### config.mk
export PLATFORM = sky130hd
export DESIGN_NAME = epoch_seconds_to_civil_date_top
export DESIGN_NICKNAME = d
export VERILOG_FILES = /design/src/rtl/core/e2cd_pkg.sv /design/src/rtl/core/epoch_seconds_to_civil_date_top.sv
export SDC_FILE = /design/constraint.sdc
export NUM_CORES = 2
export LEC_CHECK = 0
export BUFFER_PORTS_ARGS = -buffer_cell sky130_fd_sc_hd__buf_4
export CAP_MARGIN = 20
export CORE_UTILIZATION = 60
export DETAILED_ROUTE_END_ITERATION = 7
export GPL_ROUTABILITY_DRIVEN = 1
export GPL_TIMING_DRIVEN = 0
export HOLD_SLACK_MARGIN = 0.05
export PLACE_DENSITY = 0.86
export REMOVE_ABC_BUFFERS = 1
export SLEW_MARGIN = 25
export SYNTH_ARGS = -nofsm -noshare
export SYNTH_HDL_FRONTEND = slang
export SYNTH_SLANG_ARGS = --single-unit
### constraint.sdc
create_clock -name clk -period 7.7 [get_ports clk]
set_clock_uncertainty 0.2 [all_clocks]
set_input_delay 0 -clock clk [delete_from_list [all_inputs] [get_ports clk]]
set_output_delay 0 -clock clk [all_outputs]
set_load 0.01 [all_outputs]
### src/rtl/core/e2cd_pkg.sv
package e2cd_pkg;

	// pipeline depth, one register stage per entry
	localparam int STAGES = 13;

	// field widths
	localparam int SECS_W  = 48;
	localparam int YEAR_W  = 24;
	localparam int MONTH_W = 4;
	localparam int DOM_W   = 5;
	localparam int WDAY_W  = 3;

	// calendar constants
	localparam longint unsigned SECS_PER_DAY    = 64'd86400;
	localparam longint unsigned SHIFT_TO_MARCH0 = 64'd719468;
	localparam longint unsigned DAYS_PER_ERA    = 64'd146097;
	localparam longint unsigned DAYS_PER_4Y     = 64'd1460;
	localparam longint unsigned DAYS_PER_CENT   = 64'd36524;
	localparam longint unsigned DAYS_PER_YEAR   = 64'd365;

	// bias that makes the seconds count nonnegative; a whole number of
	// eras and weeks, so era index, day of era and weekday keep their phase
	localparam longint unsigned BIAS_DAY_UNIT = DAYS_PER_ERA * 64'd7;
	localparam longint unsigned BIAS_SEC_UNIT = BIAS_DAY_UNIT * SECS_PER_DAY;
	localparam longint unsigned BIAS_UNITS    =
		((64'd1 << (SECS_W - 1)) + BIAS_SEC_UNIT - 64'd1) / BIAS_SEC_UNIT;
	localparam longint unsigned BIAS_DAYS     = BIAS_UNITS * BIAS_DAY_UNIT;
	localparam logic [SECS_W:0] SEC_BIAS      = (SECS_W + 1)'(BIAS_DAYS * SECS_PER_DAY);
	localparam logic [YEAR_W-1:0] YEAR_BIAS   = YEAR_W'(BIAS_UNITS * 64'd7 * 64'd400);

	// seconds / 86400 = (seconds >> 7) / 675, done as two digits of 21 bits
	localparam int               SHR_DAY  = 7;
	localparam longint unsigned  DIV_DAY  = SECS_PER_DAY >> SHR_DAY;
	localparam int T_W    = SECS_W + 1 - SHR_DAY;
	localparam int TL_W   = 21;
	localparam int TH_W   = T_W - TL_W;
	localparam int REM_W  = 10;
	localparam int QH_W   = 12;
	localparam int V_W    = REM_W + TL_W;

	// reciprocals, exact for every operand below 2^n with shift n + clog2(d)
	localparam int  MH_SH = TH_W + 10;
	localparam int  MH_W  = 22;
	localparam logic [MH_W-1:0] MH_MUL =
		MH_W'(((64'd1 << MH_SH) + DIV_DAY - 64'd1) / DIV_DAY);
	localparam int  PH_W  = TH_W + MH_W;

	localparam int  ML_SH = V_W + 10;
	localparam int  ML_W  = 32;
	localparam logic [ML_W-1:0] ML_MUL =
		ML_W'(((64'd1 << ML_SH) + DIV_DAY - 64'd1) / DIV_DAY);
	localparam int  PL_W  = V_W + ML_W;

	localparam int  DAYS_W = 32;
	localparam int  ERA_SH = DAYS_W + 18;
	localparam int  ERA_MW = 33;
	localparam logic [ERA_MW-1:0] ERA_MUL =
		ERA_MW'(((64'd1 << ERA_SH) + DAYS_PER_ERA - 64'd1) / DAYS_PER_ERA);
	localparam int  PE_W   = DAYS_W + ERA_MW;
	localparam int  ERA_W  = 15;
	localparam int  DOE_W  = 18;

	localparam int  A_SH  = DOE_W + 11;
	localparam int  A_MW  = 19;
	localparam logic [A_MW-1:0] A_MUL =
		A_MW'(((64'd1 << A_SH) + DAYS_PER_4Y - 64'd1) / DAYS_PER_4Y);
	localparam int  PA_W  = DOE_W + A_MW;

	localparam int  Y_SH  = DOE_W + 9;
	localparam int  Y_MW  = 19;
	localparam logic [Y_MW-1:0] Y_MUL =
		Y_MW'(((64'd1 << Y_SH) + DAYS_PER_YEAR - 64'd1) / DAYS_PER_YEAR);
	localparam int  PY_W  = DOE_W + Y_MW;

	localparam int  YOE_W = 9;
	localparam int  DOY_W = 9;
	localparam int  MP_W  = 4;

	// first day of each March-based month within the year
	localparam logic [DOY_W-1:0] MONTH_START [12] = '{
		9'd0, 9'd31, 9'd61, 9'd92, 9'd122, 9'd153,
		9'd184, 9'd214, 9'd245, 9'd275, 9'd306, 9'd337
	};
	localparam logic [MP_W-1:0] MP_JAN = 4'd10;

	// sum of octal digits, congruent to x modulo 7
	function automatic logic [6:0] oct_sum(input logic [DAYS_W-1:0] x);
		logic [32:0] xp;
		logic [6:0]  s;
		xp = {1'b0, x};
		s  = '0;
		for (int i = 0; i < 11; i++) begin
			s = s + 7'(xp[3*i +: 3]);
		end
		return s;
	endfunction

	// weekday from an octal digit sum of the biased day count
	function automatic logic [WDAY_W-1:0] wday_fold(input logic [6:0] s);
		logic [3:0] s2;
		logic [3:0] s3;
		logic [2:0] r;
		s2 = 4'(s[2:0]) + 4'(s[5:3]) + 4'(s[6]);
		s3 = 4'(s2[2:0]) + 4'(s2[3]);
		r  = (s3 >= 4'd7) ? 3'(s3 - 4'd7) : s3[2:0];
		return (r >= 3'd3) ? 3'(r - 3'd3) : 3'(r + 3'd4);
	endfunction

endpackage

### src/rtl/core/epoch_seconds_to_civil_date_top.sv
// Converts signed epoch seconds to a proleptic Gregorian date and weekday
// (0 is Sunday). One transfer is taken every cycle while in_ready is high;
// the result passes through the thirteen register stages of the pipeline,
// the first of which loads at the input transfer (the stage count is held
// by the chain of constant-reciprocal multipliers: days from seconds in two
// digits, era, years of era). Each stage holds its item while the next one
// is full, so a stalled output backs up stage by stage and empty stages keep
// filling; in_ready drops only when all stages hold an item. The block keeps
// no state between items.
module epoch_seconds_to_civil_date_top (
	input  logic                                clk,
	input  logic                                arst_n,
	input  logic                                in_valid,
	output logic                                in_ready,
	input  logic signed [e2cd_pkg::SECS_W-1:0]  unix_seconds,
	output logic                                out_valid,
	input  logic                                out_ready,
	output logic signed [e2cd_pkg::YEAR_W-1:0]  year,
	output logic [e2cd_pkg::MONTH_W-1:0]        month,
	output logic [e2cd_pkg::DOM_W-1:0]          day_of_month,
	output logic [e2cd_pkg::WDAY_W-1:0]         weekday
);
	import e2cd_pkg::*;

	// stage valid bits and load enables
	logic [STAGES-1:0] vld_q;
	logic [STAGES-1:0] en;

	always_comb begin
		en[STAGES-1] = !vld_q[STAGES-1] || out_ready;
		for (int i = STAGES - 2; i >= 0; i--) begin
			en[i] = !vld_q[i] || en[i+1];
		end
	end

	always_ff @(posedge clk or negedge arst_n) begin
		if (!arst_n) begin
			vld_q <= '0;
		end else begin
			if (en[0]) begin
				vld_q[0] <= in_valid;
			end
			for (int i = 1; i < STAGES; i++) begin
				if (en[i]) begin
					vld_q[i] <= vld_q[i-1];
				end
			end
		end
	end

	assign in_ready  = en[0];
	assign out_valid = vld_q[STAGES-1];

	// s1: bias to nonnegative seconds, drop the power-of-two part of 86400
	logic [SECS_W:0] sec_b;
	logic [T_W-1:0]  t_s1;

	assign sec_b = {unix_seconds[SECS_W-1], unix_seconds} + SEC_BIAS;

	always_ff @(posedge clk) begin
		if (en[0]) begin
			t_s1 <= sec_b[SECS_W:SHR_DAY];
		end
	end

	// s2: high digit times reciprocal of 675
	logic [TH_W-1:0] th_s2;
	logic [TL_W-1:0] tl_s2;
	logic [PH_W-1:0] prodh_s2;

	always_ff @(posedge clk) begin
		if (en[1]) begin
			th_s2    <= t_s1[T_W-1:TL_W];
			tl_s2    <= t_s1[TL_W-1:0];
			prodh_s2 <= PH_W'(t_s1[T_W-1:TL_W]) * PH_W'(MH_MUL);
		end
	end

	// s3: high quotient and remainder, remainder joins the low digit
	logic [QH_W-1:0] qh;
	logic [TH_W-1:0] rh;
	logic [QH_W-1:0] qh_s3;
	logic [V_W-1:0]  v_s3;

	assign qh = prodh_s2[PH_W-1:MH_SH];
	assign rh = th_s2 - TH_W'(qh) * TH_W'(DIV_DAY);

	always_ff @(posedge clk) begin
		if (en[2]) begin
			qh_s3 <= qh;
			v_s3  <= {rh[REM_W-1:0], tl_s2};
		end
	end

	// s4: low digit times reciprocal of 675
	logic [QH_W-1:0] qh_s4;
	logic [PL_W-1:0] prodl_s4;

	always_ff @(posedge clk) begin
		if (en[3]) begin
			qh_s4    <= qh_s3;
			prodl_s4 <= PL_W'(v_s3) * PL_W'(ML_MUL);
		end
	end

	// s5: biased day count, shift to a March-based epoch, weekday digit sum
	logic [DAYS_W-1:0] days_b;
	logic [DAYS_W-1:0] z_s5;
	logic [6:0]        wsum_s5;

	assign days_b = {qh_s4[DAYS_W-TL_W-1:0], prodl_s4[ML_SH +: TL_W]};

	always_ff @(posedge clk) begin
		if (en[4]) begin
			z_s5    <= days_b + DAYS_W'(SHIFT_TO_MARCH0);
			wsum_s5 <= oct_sum(days_b);
		end
	end

	// s6: era by reciprocal, weekday finished
	logic [DAYS_W-1:0] z_s6;
	logic [PE_W-1:0]   prode_s6;
	logic [WDAY_W-1:0] wd_s6;

	always_ff @(posedge clk) begin
		if (en[5]) begin
			z_s6     <= z_s5;
			prode_s6 <= PE_W'(z_s5) * PE_W'(ERA_MUL);
			wd_s6    <= wday_fold(wsum_s5);
		end
	end

	// s7: era index and day of era
	logic [ERA_W-1:0]  era;
	logic [DAYS_W-1:0] doe_full;
	logic [ERA_W-1:0]  era_s7;
	logic [DOE_W-1:0]  doe_s7;
	logic [WDAY_W-1:0] wd_s7;

	assign era      = prode_s6[PE_W-1:ERA_SH];
	assign doe_full = z_s6 - DAYS_W'(era) * DAYS_W'(DAYS_PER_ERA);

	always_ff @(posedge clk) begin
		if (en[6]) begin
			era_s7 <= era;
			doe_s7 <= doe_full[DOE_W-1:0];
			wd_s7  <= wd_s6;
		end
	end

	// s8: four-year count by reciprocal, century counts by compare
	logic [ERA_W-1:0]  era_s8;
	logic [DOE_W-1:0]  doe_s8;
	logic [PA_W-1:0]   pa_s8;
	logic [2:0]        cent_s8;
	logic              last_s8;
	logic [WDAY_W-1:0] wd_s8;
	logic [2:0]        cent;

	always_comb begin
		cent = '0;
		for (int k = 1; k <= 4; k++) begin
			cent = cent + 3'(doe_s7 >= DOE_W'(DAYS_PER_CENT * 64'(k)));
		end
	end

	always_ff @(posedge clk) begin
		if (en[7]) begin
			era_s8  <= era_s7;
			doe_s8  <= doe_s7;
			pa_s8   <= PA_W'(doe_s7) * PA_W'(A_MUL);
			cent_s8 <= cent;
			last_s8 <= (doe_s7 == DOE_W'(DAYS_PER_ERA - 64'd1));
			wd_s8   <= wd_s7;
		end
	end

	// s9: day of era with leap days taken out
	logic [ERA_W-1:0]  era_s9;
	logic [DOE_W-1:0]  doe_s9;
	logic [DOE_W-1:0]  n_s9;
	logic [WDAY_W-1:0] wd_s9;

	always_ff @(posedge clk) begin
		if (en[8]) begin
			era_s9 <= era_s8;
			doe_s9 <= doe_s8;
			n_s9   <= doe_s8 - DOE_W'(pa_s8[PA_W-1:A_SH]) + DOE_W'(cent_s8)
				- DOE_W'(last_s8);
			wd_s9  <= wd_s8;
		end
	end

	// s10: year of era by reciprocal of 365
	logic [ERA_W-1:0]  era_s10;
	logic [DOE_W-1:0]  doe_s10;
	logic [PY_W-1:0]   py_s10;
	logic [WDAY_W-1:0] wd_s10;

	always_ff @(posedge clk) begin
		if (en[9]) begin
			era_s10 <= era_s9;
			doe_s10 <= doe_s9;
			py_s10  <= PY_W'(n_s9) * PY_W'(Y_MUL);
			wd_s10  <= wd_s9;
		end
	end

	// s11: day of year
	logic [YOE_W-1:0]  yoe;
	logic [1:0]        ycent;
	logic [DOE_W-1:0]  ystart;
	logic [DOE_W-1:0]  doy_full;
	logic [ERA_W-1:0]  era_s11;
	logic [YOE_W-1:0]  yoe_s11;
	logic [DOY_W-1:0]  doy_s11;
	logic [WDAY_W-1:0] wd_s11;

	assign yoe      = py_s10[Y_SH +: YOE_W];
	assign ycent    = 2'(yoe >= 9'd100) + 2'(yoe >= 9'd200) + 2'(yoe >= 9'd300);
	assign ystart   = DOE_W'(yoe) * DOE_W'(DAYS_PER_YEAR) + DOE_W'(yoe[YOE_W-1:2])
		- DOE_W'(ycent);
	assign doy_full = doe_s10 - ystart;

	always_ff @(posedge clk) begin
		if (en[10]) begin
			era_s11 <= era_s10;
			yoe_s11 <= yoe;
			doy_s11 <= doy_full[DOY_W-1:0];
			wd_s11  <= wd_s10;
		end
	end

	// s12: March-based month index, unadjusted year
	logic [MP_W-1:0]        mp;
	logic [YEAR_W-1:0]      ybase_s12;
	logic [MP_W-1:0]        mp_s12;
	logic [DOY_W-1:0]       doy_s12;
	logic [WDAY_W-1:0]      wd_s12;

	always_comb begin
		mp = '0;
		for (int k = 1; k < 12; k++) begin
			mp = mp + MP_W'(doy_s11 >= MONTH_START[k]);
		end
	end

	always_ff @(posedge clk) begin
		if (en[11]) begin
			ybase_s12 <= YEAR_W'(yoe_s11) + YEAR_W'(era_s11) * YEAR_W'(400) - YEAR_BIAS;
			mp_s12    <= mp;
			doy_s12   <= doy_s11;
			wd_s12    <= wd_s11;
		end
	end

	// s13: output register, January and February belong to the next year
	logic              jan_feb;
	logic [DOY_W-1:0]  dom_full;
	logic [YEAR_W-1:0] year_s13;
	logic [MONTH_W-1:0] month_s13;
	logic [DOM_W-1:0]  dom_s13;
	logic [WDAY_W-1:0] wd_s13;

	assign jan_feb  = (mp_s12 >= MP_JAN);
	assign dom_full = doy_s12 - MONTH_START[mp_s12] + 9'd1;

	always_ff @(posedge clk) begin
		if (en[12]) begin
			year_s13  <= ybase_s12 + YEAR_W'(jan_feb);
			month_s13 <= jan_feb ? MONTH_W'(mp_s12 - MP_JAN + 4'd1)
				: MONTH_W'(mp_s12 + 4'd3);
			dom_s13   <= dom_full[DOM_W-1:0];
			wd_s13    <= wd_s12;
		end
	end

	assign year         = year_s13;
	assign month        = month_s13;
	assign day_of_month = dom_s13;
	assign weekday      = wd_s13;

`ifndef SYNTHESIS
	// ready drops only with every stage full
	a_ready_full: assert property (@(posedge clk) disable iff (!arst_n)
		!in_ready |-> (vld_q == {STAGES{1'b1}}))
		else $error("input stalled while a stage is empty");

	// an accepted transfer lands in the first stage
	a_enter: assert property (@(posedge clk) disable iff (!arst_n)
		in_valid && in_ready |=> vld_q[0])
		else $error("accepted transfer lost at pipeline entry");

	// result fields stay in their calendar ranges
	a_month: assert property (@(posedge clk) disable iff (!arst_n)
		out_valid |-> (month >= 4'd1) && (month <= 4'd12) && (day_of_month != 5'd0))
		else $error("month or day out of range");

	a_wday: assert property (@(posedge clk) disable iff (!arst_n)
		out_valid |-> (weekday != 3'd7))
		else $error("weekday out of range");
`endif

endmodule

== After elaboration in Yosys (flattened, before gate mapping) ==
Memories as Yosys holds them, arrays and structs flattened.
Cells that the tools add are included.

* Register bits: 691
* Logic and storage cells: 169
* ROM bits: 144
* Memories: 1
* Output and inout port bits: 38
* Bits of input ports: 52

{| class="wikitable"
|+ Memory list
! name !! depth !! bits a word !! rd ports !! clocked after memory_dff !! wr ports !! RTL line !! RTL
|-
| (no name shown) || 16 || 9 || 1 || 0 || 0 || epoch_seconds_to_civil_date_top.sv:266 || <nowiki>assign dom_full = doy_s12 - MONTH_START[mp_s12] + 9'd1;</nowiki>
|}

* Bitwise gates (word level): 1
* Equality and inequality tests: 1
* Reduce and logical (&&, ||, !) cells: 26
* Add/subtract/negate cells: 49
* Magnitude comparators: 22
* Mux-type cells: 5
* Multiply operators: 9

{| class="wikitable"
|+ Operator list
! kind !! count
|-
| $mul 32x33->65 const B || 1
|-
| $mul 31x32->62 const B || 1
|-
| $add 49x48->49 const B || 1
|-
| $ge 9x8->1 const B || 5
|-
| $mul 21x21->42 const B || 1
|-
| $ge 18x17->1 const B || 2
|-
| $ge 9x9->1 const B || 4
|-
| $add 7x3->7 || 5
|-
| $mul 18x16->34 const B || 1
|-
| $mul 18x16->33 const B || 1
|-
| $add 32x20->32 const B || 1
|-
| $add 4x1->4 || 8
|-
| $ge 9x7->1 const B || 3
|-
| $add 24x1->24 || 1
|-
| $add 9x24->24 || 1
|-
| $sub 24x23->24 const B || 1
|-
| $mul 15x5->20 const B || 1
|-
| $add 18x3->18 || 1
|-
| $eq 18x18->1 const B || 1
|-
| $ge 18x16->1 const B || 1
|-
| $ge 18x18->1 const B || 1
|-
| $mul 15x18->18 const B || 1
|-
| $sub 18x1->18 || 1
|-
| $sub 18x18->18 || 1
|-
| other kinds (37) || 68
|}

== Logic depth before layout (Yosys ltp) ==
* Word-level depth: 14
* Depth in mapped cells: 26
* Gate-level depth less buffers: 26

== Worst setup path before layout ==
Ideal clock, no wire load.

* Kind: register to register
* Start: reg z_s5[21]
* End: reg prode_s6[64], data pin
* Period minus slack after synthesis: 7.243 ns
* Cell stages (with the launch flop): 25
* Required time: 7.240 ns
* Arrival: 6.783 ns
* Slack: 0.457 ns
* Path buffers: 0
* Cell sequence: edfxtp_1 fa_1 inv_1 fa_1 inv_1 fa_1 inv_1 fa_1 inv_1 fa_1 fa_1 fa_1 inv_1 fa_1 inv_1 ha_1 a21oi_1 o211ai_1 a2111o_1 a211oi_1 o2111ai_1 a31oi_1 o31ai_1 a21oi_1 xnor2_1

* Word-level cells in the longest chain between the ends: 1

{| class="wikitable"
|+ Ends and longest elaborated chain
! element !! RTL line !! RTL
|-
| from (decl) || epoch_seconds_to_civil_date_top.sv:108 || <nowiki>logic [DAYS_W-1:0] z_s5;</nowiki>
|-
| from (signal assigned) || epoch_seconds_to_civil_date_top.sv:115 || <nowiki>z_s5 <= days_b + DAYS_W'(SHIFT_TO_MARCH0);</nowiki>
|-
| $mul 32x33->65 || epoch_seconds_to_civil_date_top.sv:128 || <nowiki>prode_s6 <= PE_W'(z_s5) * PE_W'(ERA_MUL);</nowiki>
|-
| to (signal assigned) || epoch_seconds_to_civil_date_top.sv:128 ||
|-
| to (decl) || epoch_seconds_to_civil_date_top.sv:122 || <nowiki>logic [PE_W-1:0] prode_s6;</nowiki>
|}

No other way between the ends.
A chain may end at the register's enable or synchronous reset.

== Final worst setup path ==
* Start: reg z_s5[13]
* End: reg prode_s6[64], data pin

Same word-level chain as after synthesis.

==> reports/metrics.yaml <==
slew_violations: 0
cp-end-kind: "flop"
seq_area_frac_synth_pct: 20.6
layout_setup_ws_ns: -0.0975
slew_headroom_pct: 38.0
layout_common_cells: "1903 x inv_1, 1613 x ha_1, 1163 x fa_1"
finalCriticalPeriod_ns: 7.80
worst-setup-path-type: "reg -> reg"
status: "complete, but fails checks"
die_x_um: 357
rows: 129
setup_viol: 8
cts_root_buf: "clkbuf_16"
cp.required_ns: 7.89
wl_mm: 180
cts_tree: "done"
io_pins: 90
globalplace.congestion: 0.981
antenna_found_initial: 5
htreeDepth: 2
synth-edff-count: 506
cp_max_fo: 5
drtIter0Drc: 3548
dr.pass1.iters: 5
fillers: 8517
reg2reg_from: "z_s5[13]"
hold_viol: 0
grt_max_degree: 45
tritoncts.num_buffers: 54
r2r-end: "prode_s6[64]"
clk_pin_slew_ns: 0.07
dieArea_sq_mm: 0.127
dieHeight_um: 357
worstSkewPairLatency_ns: 0.66
grt-ovfl-total: 0
reg2regPathDepth: 26
rsz0062_at_grt: "true"
fin_crit_sh_pct: 101
first_global_vias: 54600
hp-start: "unix_seconds[46]"
final_common_cell: "inv_1"
hpwl_mm: 140
grt_pass1_wl_mm: 285
syn-instance-count: 6647
violations: "negative setup slack"
holdPathStages: 3
synthFlopType: "edfxtp_1"
ys_ff_latch: 519
synth_cell_types: 72
drtAntennaViolNets: 0
clk_path_buf_depth: 3
regArea_sq_mm: 0.0155
synth.area.top_cells: "fa_1 31%, ha_1 27%, edfxtp_1 20%"
synth_top_area_share_pct: 31.0
vias: 48800
area_delta_synth_final_pct: 10.2
syn_avg_cell_area_sq_um: 11.4
grt_usage_pct: 28.8
post_dp_cell_area_sq_mm: 0.0783
whs_endpoint: "t_s1[41]"
design_area_sq_mm: 0.0832
clock.fmax_ghz: 0.128
start_util_pct: 60.7
drive_gt1_share_pct: 6.22
synth-async-reset-ratio_pct: 2.50
crit_path_start_kind: "flop"
coreArea_sq_mm: 0.124
cts.sinks: 519
wl_per_cell_um: 20.6
numPortBuffers: 82
drc: 0
timing.hold.ws_ns: 0.0972
viasPerCell: 5.58
worstMarginPinSlew_ns: 0.927
final_core_util_pct: 66.9
drv_cap: 0
netlist_area_sq_mm: 0.0755
multi_input_area_sq_mm: 0.0532
r2r_slack_ns: -0.1
synth_area_leader_cell: "fa_1"
ys_warn_count: 0
finalNetCount: 9918
hold_path_class: "in -> reg"
arrival_ns: 7.99
==> flip-flops by register name (all words and copies together) (netlist names), 10 cells and up <==
signal / flops
ybase_s12: 24
era_s11: 15
era_s8: 15
prodh_s2: 11
n_s9: 18
th_s2: 10
prode_s6: 15
era_s7: 15
z_s5: 32
era_s10: 15
doe_s7: 18
vld_q: 13
doe_s8: 18
qh_s4: 11
v_s3: 31
year: 24
z_s6: 18
tl_s2: 21
t_s1: 42
qh_s3: 11
prodl_s4: 21
era_s9: 15
==> Yosys cell counts, types with 20 or more instances <==
cell / instances
a21oi_1: 154
nor2_1: 125
xnor2_1: 197
inv_1: 1919
edfxtp_1: 506
o21ai_0: 95
and3_1: 26
nor3_1: 44
nand2b_1: 37
fa_1: 1170
a21o_1: 79
nand4_1: 37
o21a_1: 20
nand2_1: 147
nor2b_1: 24
xor2_1: 85
a31oi_1: 29
ha_1: 1630
nand3_1: 66
==> layer usage <==
layer	vias to the layer above	share of wire, %	global-route usage, %
met4	4	4.3	11.0
met1	24400	38	35.1
met3	465	7.3	4.88
li1	22000	-	-
met5	-	0.014	0
met2	1895	50	50.9
==> cells by family after synthesis <==
group	share of synthesized area [%]
buf+inv	9.59
compound gates	4.70
simple gates	3.76
fa+ha+maj	58.0
xor+xnor	3.27
flops	20.6
mux	0.0713
==> worst max path at each step <==
stage,startpoint,to
floorplan,z_s5[21],prode_s6[64]
global placement,z_s5[12],prode_s6[64]
detailed placement,z_s5[12],prode_s6[64]
CTS,z_s5[6],prode_s6[64]
global route,z_s5[30],prode_s6[64]
finish,z_s5[13],prode_s6[64]
==> final cells by class <==
type,instances,share of cell area (%)
Multi-Input combinational cell,4200,64.0
Clock inverter,38,0.578
Clock buffer,63,1.67
Inverter,1919,8.66
Antenna cell,1,0.00301
Sequential cell,519,18.7
Timing Repair Buffer,372,3.94
Tap cell,1637,2.46
==> worst max-delay path, cell delays in order, from the launching register on <==
cell,delay (ns)
edfxtp_1,0.49
buf_4,0.21
ha_4,0.29
inv_2,0.09
fa_1,0.51
inv_1,0.06
fa_1,0.50
fa_1,0.55
inv_1,0.06
fa_1,0.56
inv_1,0.05
fa_1,0.47
inv_1,0.05
fa_1,0.48
inv_1,0.05
fa_1,0.48
inv_1,0.05
ha_1,0.28
and3_4,0.19
nand3_4,0.08
nor4_4,0.51
o221ai_4,0.27
o2111ai_4,0.37
a31oi_4,0.17
o31ai_4,0.27
a21oi_2,0.10
xnor2_1,0.14
==> timing repair <==
item                                    CTS  global route
endpoints found under the setup margin   32            23
resized for setup                        41            57
endpoints found under the hold margin    94            13
hold buffers                            120             1
setup buffers                            81            81
pin swaps                                 9            36
==> through the flow <==
step | std cells | worst slack [ns] | setup TNS [ns]
floorplan | 6638 | 0.457 | 0
global placement | 8357 | -1.69 | -22.65
detailed placement | 8364 | -1.38 | -18.94
CTS | 8666 | -0.0101 | -0.0101
global route | 8749 | -0.211 | -1.56
finish | 8749 | -0.0975 | -0.316
Power is not shown: default switching activity piles up to over one toggle a cycle in this logic, so the estimate is an artifact.
